`config.mk`:
```
export PLATFORM = sky130hd
export DESIGN_NAME = tank_refill_sequencer_unit
export DESIGN_NICKNAME = d
export VERILOG_FILES = /design/src/trs_pkg.sv /design/src/trs_core.sv /design/src/tank_refill_sequencer_unit.sv
export SDC_FILE = /design/constraint.sdc
export NUM_CORES = 1
export LEC_CHECK = 0
export BUFFER_PORTS_ARGS = -buffer_cell sky130_fd_sc_hd__buf_2
export CAP_MARGIN = 20
export CORE_MARGIN = 5
export CORE_UTILIZATION = 57
export DETAILED_ROUTE_END_ITERATION = 8
export PLACE_DENSITY_LB_ADDON = 0.15
export SLEW_MARGIN = 20
export SYNTH_ARGS = -nofsm -noshare
export SYNTH_HDL_FRONTEND = slang
export SYNTH_SLANG_ARGS = --single-unit
```
`constraint.sdc`:
```
create_clock -name i_clk -period 3.8 [get_ports i_clk]
set_clock_uncertainty 0.2 [all_clocks]
set_input_delay 0.57 -clock i_clk [delete_from_list [all_inputs] [get_ports i_clk]]
set_output_delay 0.57 -clock i_clk [all_outputs]
set_load 0.01 [all_outputs]
```
`src/trs_pkg.sv`:
```
// Shared types and constants for the tank refill sequencer.
// No dependencies; imported by trs_core, tank_refill_sequencer_unit and the testbench.
package trs_pkg;

    localparam int CHANNELS_DEF = 2;
    localparam int CHANNELS_MAX = 8;
    localparam int LEVEL_W      = 10;
    localparam int CNT_W        = 4;
    localparam int TICK_W       = 16;
    localparam int CHAN_OUT_W   = 3;
    localparam int MASK_W       = 8;
    localparam int CFG_IDX_W    = 2;
    localparam int CFG_DATA_W   = 16;
    localparam int IN_DATA_W    = 16;
    localparam int OUT_DATA_W   = 24;

    localparam logic [LEVEL_W-1:0] DETECT_LEVEL_RST = 10'd512;
    localparam logic [CNT_W-1:0]   EMPTY_NEEDED_RST = 4'd3;
    localparam logic [TICK_W-1:0]  TICK_LIMIT_RST   = 16'd60;

    localparam logic CMD_CHECK = 1'b0;
    localparam logic CMD_TICK  = 1'b1;

    typedef enum logic [2:0] {
        ST_IGNORED     = 3'd0,
        ST_SKIPPED     = 3'd1,
        ST_NOT_EMPTY   = 3'd2,
        ST_EMPTY_COUNT = 3'd3,
        ST_FILL_START  = 3'd4,
        ST_FILLING     = 3'd5,
        ST_FILLED      = 3'd6,
        ST_TIMED_OUT   = 3'd7
    } t_status;

    typedef enum logic [CFG_IDX_W-1:0] {
        CFG_DETECT_LEVEL = 2'd0,
        CFG_EMPTY_NEEDED = 2'd1,
        CFG_TICK_LIMIT   = 2'd2
    } t_cfg_idx;

    typedef struct packed {
        logic [LEVEL_W-1:0] detect_level;
        logic [CNT_W-1:0]   empty_needed;
        logic [TICK_W-1:0]  tick_limit;
    } t_cfg;

    typedef struct packed {
        logic [MASK_W-1:0]     timed_out_mask;
        logic                  valve_on;
        logic                  filling;
        logic [CHAN_OUT_W-1:0] next_channel;
        logic [CHAN_OUT_W-1:0] checked_channel;
        t_status               status;
    } t_result;

endpackage

```
`src/trs_core.sv`:
```
// Sequencer state and per-word update: round-robin checks, empty counting,
// fill tick timing and timeout latching. Depends on trs_pkg.
module trs_core #(
    parameter int CHANNELS = trs_pkg::CHANNELS_DEF
) (
    input  logic                          i_clk,
    input  logic                          i_rst_n,
    input  trs_pkg::t_cfg                 i_cfg,
    input  logic                          i_step,
    input  logic                          i_cmd,
    input  logic                          i_connected,
    input  logic [trs_pkg::LEVEL_W-1:0]   i_level,
    output trs_pkg::t_result              o_result
);
    import trs_pkg::*;

    localparam int CH_W = (CHANNELS > 1) ? $clog2(CHANNELS) : 1;
    localparam logic [CH_W-1:0] LAST_CH = CH_W'(CHANNELS - 1);

    logic                r_filling, n_filling;
    logic [CH_W-1:0]     r_ptr, n_ptr;
    logic [CH_W-1:0]     r_fill_ch, n_fill_ch;
    logic [CNT_W-1:0]    r_cnt [CHANNELS];
    logic [CNT_W-1:0]    n_cnt [CHANNELS];
    logic [CHANNELS-1:0] r_timeout, n_timeout;
    logic [TICK_W-1:0]   r_ticks, n_ticks;

    logic [CH_W-1:0]   chk_ch;
    logic [CH_W-1:0]   res_ch;
    logic [CNT_W-1:0]  cnt_inc;
    logic [TICK_W-1:0] tick_inc;
    t_status           status;

    function automatic logic [CH_W-1:0] next_of(input logic [CH_W-1:0] p);
        return (p == LAST_CH) ? '0 : p + CH_W'(1);
    endfunction

    always_comb begin
        n_filling = r_filling;
        n_ptr     = r_ptr;
        n_fill_ch = r_fill_ch;
        n_cnt     = r_cnt;
        n_timeout = r_timeout;
        n_ticks   = r_ticks;
        status    = ST_IGNORED;
        res_ch    = '0;

        chk_ch   = next_of(r_ptr);
        cnt_inc  = (r_cnt[chk_ch] == '1) ? r_cnt[chk_ch] : r_cnt[chk_ch] + CNT_W'(1);
        tick_inc = (r_ticks == '1) ? r_ticks : r_ticks + TICK_W'(1);

        if (i_cmd == CMD_CHECK && !r_filling) begin
            n_ptr  = chk_ch;
            res_ch = chk_ch;
            if (r_timeout[chk_ch] || !i_connected) begin
                status = ST_SKIPPED;
            end else if (i_level < i_cfg.detect_level) begin
                if (cnt_inc >= i_cfg.empty_needed) begin
                    n_cnt[chk_ch] = '0;
                    n_fill_ch     = chk_ch;
                    n_ticks       = '0;
                    n_filling     = 1'b1;
                    status        = ST_FILL_START;
                end else begin
                    n_cnt[chk_ch] = cnt_inc;
                    status        = ST_EMPTY_COUNT;
                end
            end else begin
                n_cnt[chk_ch] = '0;
                status        = ST_NOT_EMPTY;
            end
        end else if (i_cmd == CMD_TICK && r_filling) begin
            res_ch = r_fill_ch;
            if (i_level > i_cfg.detect_level) begin
                n_filling = 1'b0;
                status    = ST_FILLED;
            end else begin
                n_ticks = tick_inc;
                if (tick_inc >= i_cfg.tick_limit) begin
                    n_timeout[r_fill_ch] = 1'b1;
                    n_filling            = 1'b0;
                    status               = ST_TIMED_OUT;
                end else begin
                    status = ST_FILLING;
                end
            end
        end

        o_result.status          = status;
        o_result.checked_channel = CHAN_OUT_W'(res_ch);
        o_result.next_channel    = CHAN_OUT_W'(next_of(n_ptr));
        o_result.filling         = n_filling;
        o_result.valve_on        = n_filling;
        o_result.timed_out_mask  = MASK_W'(n_timeout);
    end

    // advance state only when a word moves to the result register
    always_ff @(posedge i_clk) begin
        if (!i_rst_n) begin
            r_filling <= 1'b0;
            r_ptr     <= LAST_CH;
            r_fill_ch <= '0;
            r_timeout <= '0;
            r_ticks   <= '0;
            for (int i = 0; i < CHANNELS; i++) begin
                r_cnt[i] <= '0;
            end
        end else if (i_step) begin
            r_filling <= n_filling;
            r_ptr     <= n_ptr;
            r_fill_ch <= n_fill_ch;
            r_timeout <= n_timeout;
            r_ticks   <= n_ticks;
            r_cnt     <= n_cnt;
        end
    end

endmodule

```
`src/tank_refill_sequencer_unit.sv`:
```
// Top level of the tank refill sequencer: stream ports, input and result
// registers, configuration registers. Depends on trs_pkg and trs_core.

// Each input word gives exactly one result word, passed through the input register
// and then the result register; the block takes a new word every cycle while the
// result port is not stalled, with a single update of per-channel state between
// the input register and the result register.
// A check word (tuser 0) while waiting samples the next channel round robin;
// a tick word (tuser 1) while filling samples the filling channel. Words that
// do not match the current mode return status 0 and change nothing.
// Configuration writes are taken at any time, one per cycle, and should be
// made only while no word is in flight.
module tank_refill_sequencer_unit #(
    parameter int CHANNELS = trs_pkg::CHANNELS_DEF
) (
    input  logic                             i_clk,
    input  logic                             i_rst_n,
    // configuration write channel
    input  logic                             i_cfg_valid,
    output logic                             o_cfg_ready,
    input  logic [trs_pkg::CFG_IDX_W-1:0]    i_cfg_index,
    input  logic [trs_pkg::CFG_DATA_W-1:0]   i_cfg_data,
    // input stream
    input  logic                             i_s_axis_tvalid,
    output logic                             o_s_axis_tready,
    input  logic [trs_pkg::IN_DATA_W-1:0]    i_s_axis_tdata,  // [0] connected, [10:1] level
    input  logic [0:0]                       i_s_axis_tuser,  // [0] cmd
    // result stream
    output logic                             o_m_axis_tvalid,
    input  logic                             i_m_axis_tready,
    // [2:0] status, [5:3] checked_channel, [8:6] next_channel, [9] filling,
    // [10] valve_on, [18:11] timed_out_mask
    output logic [trs_pkg::OUT_DATA_W-1:0]   o_m_axis_tdata
);
    import trs_pkg::*;

    t_cfg               r_cfg;
    logic               r_in_valid;
    logic               r_in_cmd;
    logic               r_in_connected;
    logic [LEVEL_W-1:0] r_in_level;
    logic               r_out_valid;
    t_result            r_out;
    t_result            n_out;
    logic               out_adv;
    logic               step;

    assign o_cfg_ready = 1'b1;

    always_ff @(posedge i_clk) begin
        if (!i_rst_n) begin
            r_cfg.detect_level <= DETECT_LEVEL_RST;
            r_cfg.empty_needed <= EMPTY_NEEDED_RST;
            r_cfg.tick_limit   <= TICK_LIMIT_RST;
        end else if (i_cfg_valid) begin
            case (i_cfg_index)
                CFG_DETECT_LEVEL: r_cfg.detect_level <= i_cfg_data[LEVEL_W-1:0];
                CFG_EMPTY_NEEDED: r_cfg.empty_needed <= i_cfg_data[CNT_W-1:0];
                CFG_TICK_LIMIT:   r_cfg.tick_limit   <= i_cfg_data[TICK_W-1:0];
                default: ;
            endcase
        end
    end

    // result register frees when empty or taken; input register follows it
    assign out_adv         = !r_out_valid || i_m_axis_tready;
    assign step            = r_in_valid && out_adv;
    assign o_s_axis_tready = !r_in_valid || out_adv;

    always_ff @(posedge i_clk) begin
        if (!i_rst_n) begin
            r_in_valid <= 1'b0;
        end else if (o_s_axis_tready) begin
            r_in_valid <= i_s_axis_tvalid;
        end
    end

    always_ff @(posedge i_clk) begin
        if (o_s_axis_tready && i_s_axis_tvalid) begin
            r_in_cmd       <= i_s_axis_tuser[0];
            r_in_connected <= i_s_axis_tdata[0];
            r_in_level     <= i_s_axis_tdata[LEVEL_W:1];
        end
    end

    trs_core #(
        .CHANNELS (CHANNELS)
    ) u_core (
        .i_clk       (i_clk),
        .i_rst_n     (i_rst_n),
        .i_cfg       (r_cfg),
        .i_step      (step),
        .i_cmd       (r_in_cmd),
        .i_connected (r_in_connected),
        .i_level     (r_in_level),
        .o_result    (n_out)
    );

    always_ff @(posedge i_clk) begin
        if (!i_rst_n) begin
            r_out_valid <= 1'b0;
        end else if (out_adv) begin
            r_out_valid <= r_in_valid;
        end
    end

    always_ff @(posedge i_clk) begin
        if (step) begin
            r_out <= n_out;
        end
    end

    assign o_m_axis_tvalid = r_out_valid;
    assign o_m_axis_tdata  = OUT_DATA_W'(r_out);

endmodule

```
======== After elaboration in Yosys (flattened, before gate mapping) ========
Cells that the tools add are included.
operators by class
  $add $sub $neg .......................... 4
  $mul .................................... 0
  divide/modulo/power cells ............... 0
  $lt $le $gt $ge ......................... 9
  equal/unequal tests ..................... 8
  shift-type cells ........................ 0
  multiplexer cells ....................... 42
  bitwise operators ....................... 6
  reduce and logical (&&, ||, !) cells .... 21
operators by type and width
  cell                     count
  $mux W16                 7
  $mux W4                  5
  $mux W3                  6
  $add A16 B1 Y16 const B  1
  $eq A16 B16 Y1 const B   1
  $ge A16 B16 Y1           1
  $mux W8                  2
  $mux W1                  14
  $gt A10 B10 Y1           1
  $lt A10 B10 Y1           1
  $mux W2                  5
  $and A8 B8 Y8            1
  $bwmux W8                1
  $not A8 Y8               1
  $logic_and A1 B1 Y1      6
  $ne A2 B2 Y1 const B     3
  $reduce_and A2 Y1        3
  $reduce_and A6 Y1        1
  $reduce_and A5 Y1        1
  $add A4 B1 Y4 const B    1
  $demux W4 S1             1
  $eq A4 B4 Y1 const B     1
  $ge A4 B4 Y1             1
  $logic_not A1 Y1         4
  16 further kinds         21
word-level totals
  register bits ........................... 81
  bits in latches ......................... 0
  RAM bits ................................ 0
  bits in read-only memories .............. 0
  input port bits ......................... 40
  output and inout bits ................... 27
  logic and storage cells ................. 110
  memories kept ........................... 0

======== Depth between registers and ports, before layout ========
  depth after elaboration ................. 13
  gate-level depth with buffers ........... 14
  mapped depth without buffers ............ 13

======== Cells and area by module ========
From an unflattened synthesis, not the netlist that was laid out.
second synthesis, totals
  cells, all modules ...................... 514
  area, all modules ....................... 5013.6 um2
modules (own cells, without submodules)
  module                      times used  cells an instance  area an instance (um2)  sequential area each (um2)
  trs_core                    1           338                2701.3                  580.6
  tank_refill_sequencer_unit  1           176                2312.2                  1571.5

======== Least setup slack after synthesis ========
No wires, ideal clock.
  path kind ............................... register to register
  from .................................... reg u_core.r_ticks[0]
  to ...................................... reg u_core.r_timeout[1]
  library setup time ...................... 101 ps
  arrival ................................. 2963 ps
  required time ........................... 3499 ps
  slack ................................... 536 ps
  stages on the path, launching flop included .. 15
  path buffers ............................ 1
  period minus slack after synthesis ...... 3264 ps
  cell sequence ........................... dfxtp_1 ha_1 inv_1 nor4_4 nand3_1 buf_2 nand2_1 xnor2_1 ha_1 nand4_1 nor2_1 o21ai_0 o211ai_1 or3b_1 o41ai_1
on the way
  cells in the longest elaborated chain, start to end .. 7
  elaborated cells between the ends (all ways) .. 8
  those cells by class .................... 1 x add/sub; 1 x order compare; 1 x eq/ne; 5 x mux
ends and longest elaborated chain
  what                                                      line             text
  start, declared                                           trs_core.sv:26   logic [TICK_W-1:0] r_ticks, n_ticks;
  start signal, assigned                                    trs_core.sv:113  r_ticks <= n_ticks;
  $add A16 B1 Y16 / $eq A16 B16 Y1 (equally long branches)  trs_core.sv:50   tick_inc = (r_ticks == '1) ? r_ticks : r_ticks + TICK_W'(1);
  $mux W16 *                                                trs_core.sv:50
  $ge A16 B16 Y1 *                                          trs_core.sv:79   if (tick_inc >= i_cfg.tick_limit) begin
  $mux W2 *                                                 trs_core.sv:79
  $mux W2 *                                                 trs_core.sv:74   if (i_level > i_cfg.detect_level) begin
  $mux W2 *                                                 trs_core.sv:72   end else if (i_cmd == CMD_TICK && r_filling) begin
  $mux W2 *                                                 trs_core.sv:52   if (i_cmd == CMD_CHECK && !r_filling) begin
  end signal, assigned                                      trs_core.sv:112  r_timeout <= n_timeout;
  end, declared                                             trs_core.sv:25   logic [CHANNELS-1:0] r_timeout, n_timeout;
Every way passes the cells marked *; elsewhere a longest branch is shown, timed or not.
A chain may end at the register's enable or synchronous reset.

======== Final worst setup path ========
  from .................................... reg u_core.r_ticks[1]
  to ...................................... reg u_core.r_timeout[0]
Same word-level chain as after synthesis.

==> summary.md <==
| Metric | Value |
|---|---|
| CTS sink count | `81` |
| Post-layout nets | `630` |
| Row count | `32` |
| Antenna Cells | `0` |
| DRT iter0 DRCs | `195` |
| #FFs+latches synth | `81` |
| Die height | `99.2 µm` |
| Setup crit end kind | `register` |
| Final Hold Viols | `0` |
| Final min period | `3.51 ns` |
| GR Overflow Total | `0` |
| Worst path required time | `3.85 ns` |
| Worst setup SP type | `register` |
| Crit Path Category | `register to register` |
| Die X-Extent | `99.2 µm` |
| TritonCTS Buffers | `9` |
| Worst-path clk slew | `0.08 ns` |
| Highest-count cells in the layout ignoring fill and taps | `nand2_1, dfxtp_1, a21oi_1` |
| Relative slew margins | `0.397` |
| Reg2Reg Depth | `13` |
| Layout cells sized above 1 | `0.172` |
| Final instance area | `5030 µm²` |
| TritonRoute pass-1 iters | `4` |
| Post-synthesis sequential area ratio | `0.402` |
| Syn_area_per_cell | `8.86 µm²` |
| Final Max Slew Viols | `0` |
| Synth cell types | `64` |
| Number of synthesized flops with an enable pin | `20` |
| Status | `completed` |
| Leakage | `2.14 nW` |
| Peak Freq | `285 MHz` |
| RSZ-0062 raised after global routing | `no` |
| CORE AREA | `7730 µm²` |
| Period utilization | `0.923` |
| Dpl cells | `649` |
| Min-delay worst type | `primary input to register` |
| Io pins | `67` |
| TritonCTS clock tree | `yes` |
| WL/cell | `14.8 µm` |
| Non-Filler Instances | `665` |
| Post-synth ARST share | `0` |
| Clk Latency, worst-skew pair | `0.35 ns` |
| Most common cell after layout, fill and taps aside | `nand2_1` |
| Number of fillers in the final layout | `690` |
| CP Max Fanout | `4` |
| Placed cell areas | `4820 µm²` |
| Syn-to-layout area delta | `11.0%` |
| Vias | `3707` |
| Pin count of the biggest net entering global routing | `27` |
| Initial antenna violation count | `0` |
| Vias/cell | `5.57` |
| Hold-critical path depth | `1` |
| Worst vdd ir | `0.316 mV` |
| Max H-tree Level | `3` |
| # setup viols final | `0` |
| Cell area after synthesis | `4540 µm²` |
| Root Driver | `clkbuf_8` |
| YS warnings | `0` |
| Synth Flop Type | `dfxtp_1` |
| Post-Synthesis Cells | `512` |
| Final hold slack | `0.187 ns` |
| Starting Density | `0.587` |
| Die ar. | `9840 µm²` |
| Maxcap violations | `0` |
| Total GRT Usage | `0.205` |
| GPL Wtd Cong | `0.875` |
| Pwr/cell area | `342 nW/µm²` |
| Clock Tree Buf Depth | `2` |
| Slew @ Worst Pin | `0.904 ns` |
| Global-route wire length before repair | `16400 µm` |
| Antenna violation net count after detailed routing | `0` |
| Setup TNS | `0 ns` |
| Reg2reg setup slack | `0.29 ns` |
| Final WL | `9840 µm` |
| Vias in the first global route | `3594` |
| Drc violations | `0` |
| IO Port Bufs | `45` |
| Final HPWL DP | `7360 µm` |
| Worst path arrival time | `3.56 ns` |
[timing repair]
| action | CTS | global route |
|---|---|---|
| endpoints found under the setup margin | 0 | 4 |
| hold endpoints to repair | 0 | 0 |
| resized for setup | 0 | 2 |
| buffers inserted | 0 | 0 |
| hold buffers | 0 | 0 |
[worst paths after layout]
check	start	endpoint
worst max-delay path	u_core.r_ticks[1]	u_core.r_timeout[0]
worst max register to register	u_core.r_ticks[1]	u_core.r_timeout[0]
worst min-delay path	i_s_axis_tdata[7]	r_in_level[6]
worst min register to register	r_cfg[7]	r_cfg[7]
[sequential cells by signal, summed over array words and instances, names as in the netlist, 2 cells and up]
register,cells
u_core.r_ticks,16
r_cfg,30
u_core.r_timeout,2
r_in_level,10
u_core.r_cnt,8
o_m_axis_tdata,8
[cell families (layout without fill, tap and decap cells)]
family	count (synthesis)	count (layout)	synth area share
AND/OR/NAND/NOR	170	170	0.192
AO/OA/AOI/OAI	121	121	0.173
flip-flops	81	81	0.402
buffers and inverters	77	114	0.0817
adder cells (fa/ha/maj)	32	32	0.0883
XOR/XNOR	15	15	0.0290
multiplexers	14	14	0.0326
other	2	16	0.00166
[final cells by class]
| cell class | instances | area [µm²] | area share |
|---|---|---|---|
| multi-input combinational | 368 | 2420 | 0.481 |
| clock buffer | 9 | 124 | 0.0246 |
| clock inverter | 7 | 71.3 | 0.0142 |
| inverter | 41 | 154 | 0.0306 |
| tap | 102 | 128 | 0.0254 |
| timing repair buffer | 57 | 315 | 0.0627 |
| sequential | 81 | 1820 | 0.362 |
[worst max-delay path, stage by stage, from the launching register on]
cell and delay, ns:
dfxtp_1 0.36, ha_1 0.24, inv_1 0.10, or2_2 0.34
a31o_2 0.26, nor2_1 0.17, xnor2_1 0.13, ha_1 0.31
nand4_1 0.10, nor2_1 0.09, o21ai_0 0.08, o211ai_1 0.27
or3b_1 0.45, o41ai_1 0.30
[where the power goes]
group          switching, mW  internal, mW
clock network          0.321         0.303
logic                  0.115        0.0611
registers            0.00982         0.908
[through the flow]
stage / util / setup slack, ns / total power [mW]
after floorplan: - / 0.536 / 1.06
after global routing: 0.651 / 0.0128 / 1.80
final: 0.651 / 0.291 / 1.72
after CTS: 0.649 / 0.251 / 1.73
after global placement: 0.624 / 0.341 / 1.11
after detailed placement: 0.624 / 0.285 / 1.11
[metal layers]
layer	track usage	up-vias	part of all wire
li1	-	1866	-
met1	0.246	1728	0.43
met2	0.365	98	0.51
met3	0.0386	15	0.047
met4	0.0683	0	0.014
met5	0	-	0
[cell usage after synthesis (9+ instances only)]
| cell | n | area (µm²) |
|---|---|---|
| nand2_1 | 68 | 255 |
| dfxtp_1 | 61 | 1220 |
| a21oi_1 | 50 | 250 |
| inv_1 | 41 | 154 |
| nor2_1 | 33 | 124 |
| ha_1 | 32 | 400 |
| edfxtp_1 | 20 | 601 |
| buf_4 | 18 | 135 |
| o21ai_0 | 18 | 90.1 |
| clkbuf_1 | 12 | 45.0 |
| mux2i_1 | 10 | 100 |
| xnor2_1 | 10 | 87.6 |
| nand3_1 | 9 | 45.0 |
| nand4_1 | 9 | 56.3 |
Note: power is estimated with default switching activity, not from simulation.
